<file path="src/rtl/core/pqs_pkg.sv">
`default_nettype none

package pqs_pkg;

    // Field widths of the transaction payloads
    localparam int SLOT_W     = 4;
    localparam int TIME_W     = 16;
    localparam int PRIO_W     = 8;
    localparam int NOW_W      = 32;
    localparam int SLICE_W    = 8;
    localparam int JOBS_W     = 5;
    localparam int CFG_IDX_W  = 1;
    localparam int CFG_DATA_W = 8;

    // One job table entry holds priority, arrival and remaining ticks
    localparam int ENT_W = PRIO_W + TIME_W + TIME_W;

    localparam int DEF_TABLE_DEPTH = 16;

    localparam logic [SLICE_W-1:0] SLICE_RESET = SLICE_W'(2);
    localparam logic [JOBS_W-1:0]  JOBS_RESET  = '0;
    localparam logic [NOW_W-1:0]   NOW_MAX     = '1;

    typedef enum logic {
        REQ_LOAD = 1'b0,
        REQ_TICK = 1'b1
    } t_req_type;

    typedef enum logic [CFG_IDX_W-1:0] {
        CFG_SLICE_LENGTH = 1'b0,
        CFG_JOBS_IN_USE  = 1'b1
    } t_cfg_idx;

    typedef enum logic [2:0] {
        ST_IDLE,
        ST_PREP,
        ST_SCAN,
        ST_PICK,
        ST_FETCH,
        ST_RUN,
        ST_DONE
    } t_state;

    // Commands from the controller to the datapath
    typedef struct packed {
        logic load;
        logic prep;
        logic scan;
        logic pick;
        logic fetch;
        logic run;
        logic push;
    } t_cmd;

    // Status from the datapath to the controller
    typedef struct packed {
        logic need_sel;
        logic scan_end;
        logic out_free;
    } t_sts;

endpackage

`default_nettype wire

</file>
<file path="src/rtl/core/pqs_req_if.sv">
`default_nettype none

interface pqs_req_if;
    import pqs_pkg::*;

    logic              valid;
    logic              ready;
    logic              req_type;
    logic [SLOT_W-1:0] job_slot;
    logic [TIME_W-1:0] job_arrival;
    logic [PRIO_W-1:0] job_priority;
    logic [TIME_W-1:0] job_length;

    modport source (
        output valid, req_type, job_slot, job_arrival, job_priority, job_length,
        input  ready
    );

    modport sink (
        input  valid, req_type, job_slot, job_arrival, job_priority, job_length,
        output ready
    );

endinterface

`default_nettype wire

</file>
<file path="src/rtl/core/pqs_res_if.sv">
`default_nettype none

interface pqs_res_if;
    import pqs_pkg::*;

    logic              valid;
    logic              ready;
    logic              ran_valid;
    logic [SLOT_W-1:0] ran_job;
    logic              job_done;
    logic              all_done;
    logic [NOW_W-1:0]  now_time;

    modport source (
        output valid, ran_valid, ran_job, job_done, all_done, now_time,
        input  ready
    );

    modport sink (
        input  valid, ran_valid, ran_job, job_done, all_done, now_time,
        output ready
    );

endinterface

`default_nettype wire

</file>
<file path="src/rtl/core/pqs_ctrl.sv">
`default_nettype none

module pqs_ctrl (
    input  wire logic          i_clk,
    input  wire logic          i_rst_n,
    input  wire logic          i_in_valid,
    input  wire logic          i_in_type,
    output logic               o_in_ready,
    input  wire pqs_pkg::t_sts i_sts,
    output pqs_pkg::t_cmd      o_cmd
);
    import pqs_pkg::*;

    t_state r_state;
    t_state n_state;
    logic   accept;

    assign accept = i_in_valid && o_in_ready;

    // State register
    always_ff @(posedge i_clk) begin
        if (!i_rst_n) begin
            r_state <= ST_IDLE;
        end else begin
            r_state <= n_state;
        end
    end

    // Next state
    always_comb begin
        n_state = r_state;
        unique case (r_state)
            ST_IDLE: begin
                if (accept) begin
                    n_state = (i_in_type == REQ_TICK) ? ST_PREP : ST_DONE;
                end
            end
            ST_PREP:  n_state = i_sts.need_sel ? ST_SCAN : ST_FETCH;
            ST_SCAN:  n_state = i_sts.scan_end ? ST_PICK : ST_SCAN;
            ST_PICK:  n_state = ST_FETCH;
            ST_FETCH: n_state = ST_RUN;
            ST_RUN:   n_state = ST_DONE;
            ST_DONE: begin
                if (i_sts.out_free) begin
                    n_state = ST_IDLE;
                end
            end
            default:  n_state = ST_IDLE;
        endcase
    end

    // Outputs
    always_comb begin
        o_in_ready = 1'b0;
        o_cmd      = '0;
        unique case (r_state)
            ST_IDLE: begin
                o_in_ready = 1'b1;
                o_cmd.load = i_in_valid && (i_in_type == REQ_LOAD);
            end
            ST_PREP:  o_cmd.prep  = 1'b1;
            ST_SCAN:  o_cmd.scan  = 1'b1;
            ST_PICK:  o_cmd.pick  = 1'b1;
            ST_FETCH: o_cmd.fetch = 1'b1;
            ST_RUN:   o_cmd.run   = 1'b1;
            ST_DONE:  o_cmd.push  = i_sts.out_free;
            default: begin
                o_in_ready = 1'b0;
            end
        endcase
    end

endmodule

`default_nettype wire

</file>
<file path="src/rtl/core/pqs_dpath.sv">
`default_nettype none

module pqs_dpath #(
    parameter int TABLE_DEPTH = pqs_pkg::DEF_TABLE_DEPTH
) (
    input  wire logic                             i_clk,
    input  wire logic                             i_rst_n,
    input  wire logic                             i_cfg_we,
    input  wire logic [pqs_pkg::CFG_IDX_W-1:0]    i_cfg_idx,
    input  wire logic [pqs_pkg::CFG_DATA_W-1:0]   i_cfg_data,
    input  wire pqs_pkg::t_cmd                    i_cmd,
    output pqs_pkg::t_sts                         o_sts,
    input  wire logic [pqs_pkg::SLOT_W-1:0]       i_job_slot,
    input  wire logic [pqs_pkg::TIME_W-1:0]       i_job_arrival,
    input  wire logic [pqs_pkg::PRIO_W-1:0]       i_job_priority,
    input  wire logic [pqs_pkg::TIME_W-1:0]       i_job_length,
    output logic                                  o_out_valid,
    input  wire logic                             i_out_ready,
    output logic                                  o_ran_valid,
    output logic [pqs_pkg::SLOT_W-1:0]            o_ran_job,
    output logic                                  o_job_done,
    output logic                                  o_all_done,
    output logic [pqs_pkg::NOW_W-1:0]             o_now_time
);
    import pqs_pkg::*;

    localparam int IDX_W = $clog2(TABLE_DEPTH);
    localparam int CNT_W = $clog2(TABLE_DEPTH + 1);

    // Job table and its read register
    logic [ENT_W-1:0] mem [TABLE_DEPTH];
    logic [ENT_W-1:0] r_rd;
    logic [IDX_W-1:0] rd_addr;

    // Scheduler state
    logic [TABLE_DEPTH-1:0] r_fin;
    logic                   r_act_valid;
    logic [IDX_W-1:0]       r_active;
    logic [SLICE_W-1:0]     r_slice_left;
    logic [NOW_W-1:0]       r_tick;
    logic [SLICE_W-1:0]     r_slice_len;
    logic [JOBS_W-1:0]      r_jobs;

    // Selection scan
    logic [CNT_W-1:0]       r_addr;
    logic                   r_cmp_vld;
    logic [IDX_W-1:0]       r_cmp_idx;
    logic                   r_found;
    logic [ENT_W-1:0]       r_best_key;
    logic [IDX_W-1:0]       r_best_idx;

    // Pending result
    logic                   r_res_ran;
    logic [SLOT_W-1:0]      r_res_job;
    logic                   r_res_done;

    logic [CNT_W-1:0]       n_used;
    logic                   stale;
    logic                   slot_ok;
    logic                   eligible;
    logic                   take;
    logic [TIME_W-1:0]      cur_rem;
    logic [TIME_W-1:0]      n_rem;
    logic                   all_fin;

    // Clamp the used count to the table depth
    assign n_used = (32'(r_jobs) > TABLE_DEPTH) ? CNT_W'(TABLE_DEPTH) : CNT_W'(r_jobs);

    assign stale = r_act_valid &&
                   ((32'(r_active) >= 32'(n_used)) || r_fin[r_active]);

    assign slot_ok = 32'(i_job_slot) < TABLE_DEPTH;

    // Compare the entry fetched in the previous scan cycle
    assign eligible = r_cmp_vld && !r_fin[r_cmp_idx] &&
                      (32'(r_rd[2*TIME_W-1:TIME_W]) <= r_tick) &&
                      !(r_act_valid && (r_cmp_idx == r_active));
    assign take = eligible && (!r_found || (r_rd < r_best_key));

    assign cur_rem = r_rd[TIME_W-1:0];
    assign n_rem   = (cur_rem == '0) ? '0 : cur_rem - TIME_W'(1);

    assign rd_addr = i_cmd.scan ? r_addr[IDX_W-1:0] : r_active;

    always_comb begin
        all_fin = 1'b1;
        for (int i = 0; i < TABLE_DEPTH; i++) begin
            if ((i < 32'(n_used)) && !r_fin[i]) begin
                all_fin = 1'b0;
            end
        end
    end

    assign o_sts.need_sel = (r_slice_left == '0) || !r_act_valid || stale;
    assign o_sts.scan_end = r_addr >= n_used;
    assign o_sts.out_free = !o_out_valid || i_out_ready;

    // Job table: load writes an entry, run writes back remaining ticks
    always_ff @(posedge i_clk) begin
        if (i_cmd.load && slot_ok) begin
            mem[IDX_W'(i_job_slot)] <= {i_job_priority, i_job_arrival, i_job_length};
        end else if (i_cmd.run && r_act_valid) begin
            mem[r_active] <= {r_rd[ENT_W-1:TIME_W], n_rem};
        end
        r_rd <= mem[rd_addr];
    end

    // Configuration registers
    always_ff @(posedge i_clk) begin
        if (!i_rst_n) begin
            r_slice_len <= SLICE_RESET;
            r_jobs      <= JOBS_RESET;
        end else if (i_cfg_we) begin
            if (i_cfg_idx == CFG_SLICE_LENGTH) begin
                r_slice_len <= i_cfg_data[SLICE_W-1:0];
            end else begin
                r_jobs <= i_cfg_data[JOBS_W-1:0];
            end
        end
    end

    // Scheduler state: clear on load, drop, select, run one tick
    always_ff @(posedge i_clk) begin
        if (!i_rst_n) begin
            r_fin        <= '0;
            r_act_valid  <= 1'b0;
            r_active     <= '0;
            r_slice_left <= '0;
            r_tick       <= '0;
        end else begin
            if (i_cmd.load && slot_ok) begin
                r_fin[IDX_W'(i_job_slot)] <= 1'b0;
            end
            if (i_cmd.prep && stale) begin
                r_act_valid <= 1'b0;
            end
            if (i_cmd.pick) begin
                if (r_found) begin
                    r_active    <= r_best_idx;
                    r_act_valid <= 1'b1;
                end
                if (r_found || r_act_valid) begin
                    r_slice_left <= (r_slice_len == '0) ? SLICE_W'(1) : r_slice_len;
                end
            end
            if (i_cmd.run) begin
                if (r_act_valid) begin
                    r_slice_left <= r_slice_left - SLICE_W'(1);
                    if (n_rem == '0) begin
                        r_fin[r_active] <= 1'b1;
                        r_slice_left    <= '0;
                        r_act_valid     <= 1'b0;
                    end
                end
                if (r_tick != NOW_MAX) begin
                    r_tick <= r_tick + NOW_W'(1);
                end
            end
        end
    end

    // Scan counter and best candidate
    always_ff @(posedge i_clk) begin
        if (!i_rst_n) begin
            r_addr    <= '0;
            r_cmp_vld <= 1'b0;
            r_found   <= 1'b0;
        end else if (i_cmd.prep) begin
            r_addr    <= '0;
            r_cmp_vld <= 1'b0;
            r_found   <= 1'b0;
        end else if (i_cmd.scan) begin
            r_cmp_vld <= r_addr < n_used;
            r_cmp_idx <= r_addr[IDX_W-1:0];
            if (r_addr < n_used) begin
                r_addr <= r_addr + CNT_W'(1);
            end
            if (take) begin
                r_found    <= 1'b1;
                r_best_key <= r_rd;
                r_best_idx <= r_cmp_idx;
            end
        end
    end

    // Pending result of the current transaction
    always_ff @(posedge i_clk) begin
        if (i_cmd.load) begin
            r_res_ran  <= 1'b0;
            r_res_job  <= '0;
            r_res_done <= 1'b0;
        end else if (i_cmd.run) begin
            r_res_ran  <= r_act_valid;
            r_res_job  <= r_act_valid ? SLOT_W'(r_active) : '0;
            r_res_done <= r_act_valid && (n_rem == '0);
        end
    end

    // Output register
    always_ff @(posedge i_clk) begin
        if (!i_rst_n) begin
            o_out_valid <= 1'b0;
        end else if (i_cmd.push) begin
            o_out_valid <= 1'b1;
        end else if (i_out_ready) begin
            o_out_valid <= 1'b0;
        end
    end

    always_ff @(posedge i_clk) begin
        if (i_cmd.push) begin
            o_ran_valid <= r_res_ran;
            o_ran_job   <= r_res_job;
            o_job_done  <= r_res_done;
            o_all_done  <= all_fin;
            o_now_time  <= r_tick;
        end
    end

    a_done_implies_ran: assert property (@(posedge i_clk) disable iff (!i_rst_n)
        o_out_valid |-> (!o_job_done || o_ran_valid))
        else $error("completion reported without a running job");

    a_tick_monotonic: assert property (@(posedge i_clk)
        (i_rst_n && $past(i_rst_n)) |-> (r_tick >= $past(r_tick)))
        else $error("tick count went backwards");

    a_finish_releases: assert property (@(posedge i_clk) disable iff (!i_rst_n)
        (i_cmd.run && r_act_valid && (n_rem == '0)) |=> (!r_act_valid && r_fin[r_active]))
        else $error("completed job still holds the CPU");

    a_push_when_free: assert property (@(posedge i_clk) disable iff (!i_rst_n)
        i_cmd.push |-> (!o_out_valid || i_out_ready))
        else $error("result overwritten before it was taken");

endmodule

`default_nettype wire

</file>
<file path="src/rtl/core/priority_quantum_scheduler_core.sv">
`default_nettype none

// Tick-driven preemptive priority scheduler with a time slice. A load
// transaction writes one job table entry and goes straight to its result.
// A tick transaction that keeps the current job passes the prep, fetch, run
// and done states. One that must choose a job scans the job table between
// prep and pick, one entry per cycle through the single table read port,
// and then goes on to fetch. The next transaction is accepted
// once the result has moved to the output register, even while that result
// still waits to be taken. The job table has no reset: an entry below
// jobs_in_use must be loaded before a tick reads it.
module priority_quantum_scheduler_core #(
    parameter int TABLE_DEPTH = pqs_pkg::DEF_TABLE_DEPTH
) (
    input  wire logic                           i_clk,
    input  wire logic                           i_rst_n,
    input  wire logic                           i_cfg_we,
    input  wire logic [pqs_pkg::CFG_IDX_W-1:0]  i_cfg_idx,
    input  wire logic [pqs_pkg::CFG_DATA_W-1:0] i_cfg_data,
    pqs_req_if.sink                             i_req,
    pqs_res_if.source                           o_res
);
    import pqs_pkg::*;

    t_cmd cmd;
    t_sts sts;

    pqs_ctrl u_ctrl (
        .i_clk      (i_clk),
        .i_rst_n    (i_rst_n),
        .i_in_valid (i_req.valid),
        .i_in_type  (i_req.req_type),
        .o_in_ready (i_req.ready),
        .i_sts      (sts),
        .o_cmd      (cmd)
    );

    pqs_dpath #(
        .TABLE_DEPTH (TABLE_DEPTH)
    ) u_dpath (
        .i_clk          (i_clk),
        .i_rst_n        (i_rst_n),
        .i_cfg_we       (i_cfg_we),
        .i_cfg_idx      (i_cfg_idx),
        .i_cfg_data     (i_cfg_data),
        .i_cmd          (cmd),
        .o_sts          (sts),
        .i_job_slot     (i_req.job_slot),
        .i_job_arrival  (i_req.job_arrival),
        .i_job_priority (i_req.job_priority),
        .i_job_length   (i_req.job_length),
        .o_out_valid    (o_res.valid),
        .i_out_ready    (o_res.ready),
        .o_ran_valid    (o_res.ran_valid),
        .o_ran_job      (o_res.ran_job),
        .o_job_done     (o_res.job_done),
        .o_all_done     (o_res.all_done),
        .o_now_time     (o_res.now_time)
    );

endmodule

`default_nettype wire
</file>
<file path="src/flat_wrapper.sv">
// flat-port wrapper written by rule: the top's interface ports become plain ports
module priority_quantum_scheduler_core_flat import pqs_pkg::*;
#(
    parameter int TABLE_DEPTH = pqs_pkg::DEF_TABLE_DEPTH
)
  (i_clk, i_rst_n, i_cfg_we, i_cfg_idx, i_cfg_data, i_req_valid, i_req_req_type, i_req_job_slot, i_req_job_arrival, i_req_job_priority, i_req_job_length, i_req_ready, o_res_valid, o_res_ran_valid, o_res_ran_job, o_res_job_done, o_res_all_done, o_res_now_time, o_res_ready);
  pqs_req_if i_req_i ();
  pqs_res_if o_res_i ();
  input  wire logic i_clk;
  input  wire logic i_rst_n;
  input  wire logic i_cfg_we;
  input  wire logic [pqs_pkg::CFG_IDX_W-1:0] i_cfg_idx;
  input  wire logic [pqs_pkg::CFG_DATA_W-1:0] i_cfg_data;
  input wire logic [$bits(i_req_i.valid)-1:0] i_req_valid;
  input wire logic [$bits(i_req_i.req_type)-1:0] i_req_req_type;
  input wire logic [$bits(i_req_i.job_slot)-1:0] i_req_job_slot;
  input wire logic [$bits(i_req_i.job_arrival)-1:0] i_req_job_arrival;
  input wire logic [$bits(i_req_i.job_priority)-1:0] i_req_job_priority;
  input wire logic [$bits(i_req_i.job_length)-1:0] i_req_job_length;
  output wire logic [$bits(i_req_i.ready)-1:0] i_req_ready;
  output wire logic [$bits(o_res_i.valid)-1:0] o_res_valid;
  output wire logic [$bits(o_res_i.ran_valid)-1:0] o_res_ran_valid;
  output wire logic [$bits(o_res_i.ran_job)-1:0] o_res_ran_job;
  output wire logic [$bits(o_res_i.job_done)-1:0] o_res_job_done;
  output wire logic [$bits(o_res_i.all_done)-1:0] o_res_all_done;
  output wire logic [$bits(o_res_i.now_time)-1:0] o_res_now_time;
  input wire logic [$bits(o_res_i.ready)-1:0] o_res_ready;
  assign i_req_i.valid = i_req_valid;
  assign i_req_i.req_type = i_req_req_type;
  assign i_req_i.job_slot = i_req_job_slot;
  assign i_req_i.job_arrival = i_req_job_arrival;
  assign i_req_i.job_priority = i_req_job_priority;
  assign i_req_i.job_length = i_req_job_length;
  assign i_req_ready = i_req_i.ready;
  assign o_res_valid = o_res_i.valid;
  assign o_res_ran_valid = o_res_i.ran_valid;
  assign o_res_ran_job = o_res_i.ran_job;
  assign o_res_job_done = o_res_i.job_done;
  assign o_res_all_done = o_res_i.all_done;
  assign o_res_now_time = o_res_i.now_time;
  assign o_res_i.ready = o_res_ready;
  priority_quantum_scheduler_core #(.TABLE_DEPTH(TABLE_DEPTH)) u_core (.i_clk(i_clk), .i_rst_n(i_rst_n), .i_cfg_we(i_cfg_we), .i_cfg_idx(i_cfg_idx), .i_cfg_data(i_cfg_data), .i_req(i_req_i), .o_res(o_res_i));
endmodule
</file>
<file path="config.mk">
export PLATFORM = sky130hd
export DESIGN_NAME = priority_quantum_scheduler_core_flat
export DESIGN_NICKNAME = d
export VERILOG_FILES = /design/src/rtl/core/pqs_pkg.sv /design/src/rtl/core/pqs_req_if.sv /design/src/rtl/core/pqs_res_if.sv /design/src/rtl/core/pqs_ctrl.sv /design/src/rtl/core/pqs_dpath.sv /design/src/rtl/core/priority_quantum_scheduler_core.sv /design/src/flat_wrapper.sv
export SDC_FILE = /design/constraint.sdc
export NUM_CORES = 1
export LEC_CHECK = 0
export BUFFER_PORTS_ARGS = -buffer_cell sky130_fd_sc_hd__buf_4
export CAP_MARGIN = 10
export CORE_MARGIN = 2
export CORE_UTILIZATION = 35
export CTS_CLUSTER_DIAMETER = 80
export DETAILED_ROUTE_END_ITERATION = 8
export GPL_ROUTABILITY_DRIVEN = 0
export SLEW_MARGIN = 20
export SYNTH_ARGS = -nofsm -noshare
export SYNTH_HDL_FRONTEND = slang
export SYNTH_SLANG_ARGS = --single-unit
</file>
<file path="constraint.sdc">
create_clock -name i_clk -period 4.8 [get_ports i_clk]
set_input_delay 0.48 -clock i_clk [delete_from_list [all_inputs] [get_ports i_clk]]
set_output_delay 0.48 -clock i_clk [all_outputs]
set_load 0.05 [all_outputs]
</file>
==> run summary <==
After synthesis, the cell types taking the most area are sky130_fd_sc_hd__edfxtp_1, sky130_fd_sc_hd__dfxtp_1, sky130_fd_sc_hd__nand2_1. The combined global-route utilization of all metal layers came out at between 10% and 20%. The timing endpoint of the critical path is u_core.u_dpath.r_best_key[13].

In this run the register-to-register setup slack is 1.07 ns. Summing the areas of all fa, ha and maj instances in the mapped netlist gives 2.42% of the synthesized area. The count of vias placed by the detailed router is around 23000.

After routing, the total negative slack on setup checks comes to 0 ns. For this design the static power due to leakage is approximately 0.015 uW. The synthesized area divided by synthesized cell count is about 12 sq um. The synthesized net count is about 3000. The share of cells above drive strength 1 came out at a little under an eighth. The run finished with clean final reports. The launching element of the worst setup path is u_core.u_dpath.r_tick[11].

Timing would allow up to roughly 0.27 GHz. The pin slew with the least headroom to its limit is about 1.1 ns. The simple logic cell fraction of the synthesized area came out at approximately 16%. Walking the worst path, the cells encountered are inv_1 -> ha_1 -> a21o_1 -> a21o_1 -> a2111oi_0 -> o221ai_1 -> a311oi_1 -> o211a_2 -> buf_4. The most repeated library cell on the critical path is sky130_fd_sc_hd__a21o_1. After floorplanning, the core was sized to cover approximately 100000 sq um. The sum of overflow across all layers after global routing is 0. Across the VDD grid, the largest voltage drop is approximately 0.29 mV.

The post-CTS setup buffer count is 0. The number of routed nets with antenna violations came out at 0. The area fraction in compound gates after synthesis came out at ~4.9%. The logic depth of the worst register-to-register path is 9. In this run the vertical extent of the chip is about 320 um. The clock arrives with 0.0239 ns of skew. Buffers placed on the I/O ports in this run total 99. The first global-routing pass estimated around 140000 um of wire.

The number of top-level pins came out at 100. The tightest min-delay check is of the input pin to register type. The number of max-capacitance violations reported is 0. The first routing iteration left 2125 violations. CTS placed an instance of sky130_fd_sc_hd__clkbuf_16 at the clock tree root. The number of global-route vias before repair came to around 22000. The areal power density over the cells came out at 379 nW/um^2. The insertion delay to the later sink of the worst-skew pair is ~0.64 ns.

In this run the critical register-to-register path is captured at u_core.u_dpath.r_best_key[13]. The maximum number of buffers from clock root to sink came out at 3. The leading cell type in the layout, fill and taps excluded is sky130_fd_sc_hd__edfxtp_1.

The category of the worst setup path launch point is a register. On the worst path, the slowest cell contributes a delay of 0.55 ns. STA puts the critical path data required time at 5.07 ns. The die covers between 100000 and 150000 sq um. The number of gates resized after cts came out at 0. In this run, synthesis produced a sequential element count of roughly 860. The share of the synthesized area in the top cell type came out at 61.1%.

The final layout contains routed wiring with a total length of 93300 um. Dividing the detail-routed wire length by the instance count gives 21.1 um. The worst slew slack as a fraction of its limit came out at roughly 28%. The slowest stage of the critical path belongs to the cell sky130_fd_sc_hd__a2111oi_0. The total CTS buffers came out at 90. The async set-reset flop share out of synthesis came out at 0%. The maximum fanout encountered on the critical timing path came out at 32. STA classifies the critical path endpoint as a register. At the placement stage, the worst setup path has a slack of between 1 and 1.5 ns. The width of the die came out at between 300 and 400 um. Setup slack closes at roughly 1.1 ns.

Setup repair after global routing left no endpoint under its margin. The worst setup path category is register to register. The clock-pin slew on the worst setup and hold paths is roughly 0.06 ns.

The total iterations of the first detailed-routing run came out at 5. The via density per instance came out at approximately 5.3. The number of warning messages in the yosys log is 0. The depth of the CTS H-tree came out at 3. The number of antenna violations at the first check in global routing was 2. Clock tree synthesis found a total of approximately 860 sinks. The fraction of synthesized area in multiplexers came out at between 4 and 5%. Of the synthesized area, sequential elements account for between 60% and 70%.

Of the total synthesized cell area, the portion taken by XOR and XNOR cells is approximately 1.0%. For this run, design rule violations remaining after detail routing come to 0. By area, the combinational part of the netlist is dominated by simple AND/OR/NAND/NOR gates. STA puts the critical path data arrival time at 4.00 ns. The mapped netlist covers approximately 36000 sq um. The final antenna diode count came out at 0.

The number of hold buffers added after CTS is 0. Setup violations remaining at the end of the flow were counted as 0. In the layout the commonest cells are sky130_fd_sc_hd__edfxtp_1, sky130_fd_sc_hd__nand2_1, sky130_fd_sc_hd__nand3_1, sky130_fd_sc_hd__buf_4, sky130_fd_sc_hd__mux2i_1. The count of fill cells added during filler insertion came out at approximately 9400. The post-synthesis to final-layout area growth is 15.9%.

The number of failing hold endpoints at the final stage was 0. The startpoint of the worst register-to-register path is u_core.u_dpath.r_tick[11]. The final HPWL from detailed placement is 55400 um. TritonCTS built the clock tree. The number of instances in the synthesized netlist came out at 2878.

The standard-cell row count came out at about 120. The pin count of the biggest net entering global routing came out at 91. The most used flip-flop cell after synthesis is sky130_fd_sc_hd__edfxtp_1. For this run, the post-layout net count is roughly 3100. The distinct cell type count of the synthesized netlist came out at 71. The effective utilization at floorplan came out at between 30% and 40%. Summed over all instances, the cell type with the most area after synthesis is sky130_fd_sc_hd__edfxtp_1. The shortest clock period the worst path allows after layout is between 3 and 4 ns. The share of the clock period used by the worst path came out at 77.7%. The number of enable flip-flop cells after synthesis came out at between 700 and 800. The final max-slew violation count is 0.
## metrics by stage
step                cells  cell area (sq um)  utilization [%]  hold WS (ns)  power (uW)
floorplan            2878              35700                -         0.400        8720
global placement     4254              38500             37.9         0.412        8980
detailed placement   4254              38500             37.9         0.426        8980
CTS                  4419              41400             40.8        0.0333       15900
global route         4419              41400             40.8        0.0536       16200
finish               4419              41400             40.8        0.0728       15700
## final cells by class
| cell class | count | area, sq um | area share (%) |
|---|---|---|---|
| multi-input cells | 1789 | 10600 | 25.5 |
| repair buffers | 164 | 1510 | 3.64 |
| inverters | 75 | 282 | 0.680 |
| clock inverters | 47 | 430 | 1.04 |
| well taps | 1368 | 1710 | 4.13 |
| flip-flops and latches | 858 | 24500 | 59.0 |
| clock buffers | 118 | 2490 | 6.01 |
## synth_stat cells (6+ instances only)
library cell,number
sky130_fd_sc_hd__a211oi_1,7
sky130_fd_sc_hd__a21o_1,8
sky130_fd_sc_hd__a21oi_1,73
sky130_fd_sc_hd__a32oi_1,46
sky130_fd_sc_hd__a41o_1,16
sky130_fd_sc_hd__and2_1,11
sky130_fd_sc_hd__and3_1,11
sky130_fd_sc_hd__and4_1,8
sky130_fd_sc_hd__buf_1,16
sky130_fd_sc_hd__buf_2,37
sky130_fd_sc_hd__clkbuf_1,95
sky130_fd_sc_hd__dfxtp_1,131
sky130_fd_sc_hd__edfxtp_1,727
sky130_fd_sc_hd__ha_1,69
sky130_fd_sc_hd__inv_1,74
sky130_fd_sc_hd__mux2i_1,132
sky130_fd_sc_hd__mux4_2,6
sky130_fd_sc_hd__nand2_1,646
sky130_fd_sc_hd__nand2b_1,6
sky130_fd_sc_hd__nand3_1,389
sky130_fd_sc_hd__nand4_1,25
sky130_fd_sc_hd__nor2_1,94
sky130_fd_sc_hd__nor2b_1,14
sky130_fd_sc_hd__nor3_1,27
sky130_fd_sc_hd__nor4_1,16
sky130_fd_sc_hd__nor4b_1,8
sky130_fd_sc_hd__o21a_1,7
sky130_fd_sc_hd__o21ai_0,32
sky130_fd_sc_hd__o31ai_1,20
sky130_fd_sc_hd__or3_1,8
sky130_fd_sc_hd__xnor2_1,24
sky130_fd_sc_hd__xor2_1,17
## worst max-delay path, delay by kind of cell (launching register included)
kind / cells / cell delay [ns]
compound gates: 6 / 2.11
fa+ha+maj: 1 / 0.29
buf+inv: 2 / 0.54
flops: 1 / 0.39
## cell families after synthesis
group	Yosys count
compound gates	248
flops	858
fa+ha+maj	69
buf+inv	231
mux	143
simple gates	1288
xor+xnor	41
## power breakdown
group	total, uW	internal (uW)	switching [uW]
Clock	6890	4030	2860
Sequential	8230	8170	62.9
Combinational	596	175	421
## worst min-delay path by stage
stage	from	to	slack, ns	depth (start not counted)
finish	i_cfg_data[1]	u_core.u_dpath.r_slice_len[1]	0.07	3
global placement	u_core.u_dpath.r_res_job[0]	u_core.u_dpath.o_ran_job[0]	0.41	0
detailed placement	u_core.u_dpath.r_res_ran	u_core.u_dpath.o_ran_valid	0.43	0
global route	i_cfg_data[1]	u_core.u_dpath.r_slice_len[1]	0.05	3
CTS	i_cfg_data[1]	u_core.u_dpath.r_slice_len[1]	0.03	3
floorplan	u_core.u_dpath.r_res_done	u_core.u_dpath.o_job_done	0.40	0
## registers in the layout (all words and copies together) (netlist names), 5 cells and up
| name | flops |
|---|---|
| u_core.u_dpath.r_rd | 40 |
| u_core.u_dpath.r_tick | 32 |
| u_core.u_dpath.r_slice_left | 8 |
| u_core.u_dpath.r_slice_len | 8 |
| u_core.u_dpath.r_best_key | 40 |
| u_core.u_dpath.r_fin | 16 |
| u_core.u_dpath.o_now_time | 32 |
| u_core.u_dpath.r_addr | 5 |
| u_core.u_dpath.r_jobs | 5 |
| u_core.u_dpath.mem | 640 |
## metal layers
| metal | track usage, % | vias to the layer above | share of wire [%] |
|---|---|---|---|
| met5 | 0 | - | 0.029 |
| met4 | 5.07 | 4 | 2.4 |
| met3 | 3.89 | 152 | 8.2 |
| met2 | 27.2 | 837 | 45 |
| met1 | 25.2 | 11465 | 45 |
| li1 | - | 10777 | - |
No activity file was read; power rests on OpenSTA's default activity.
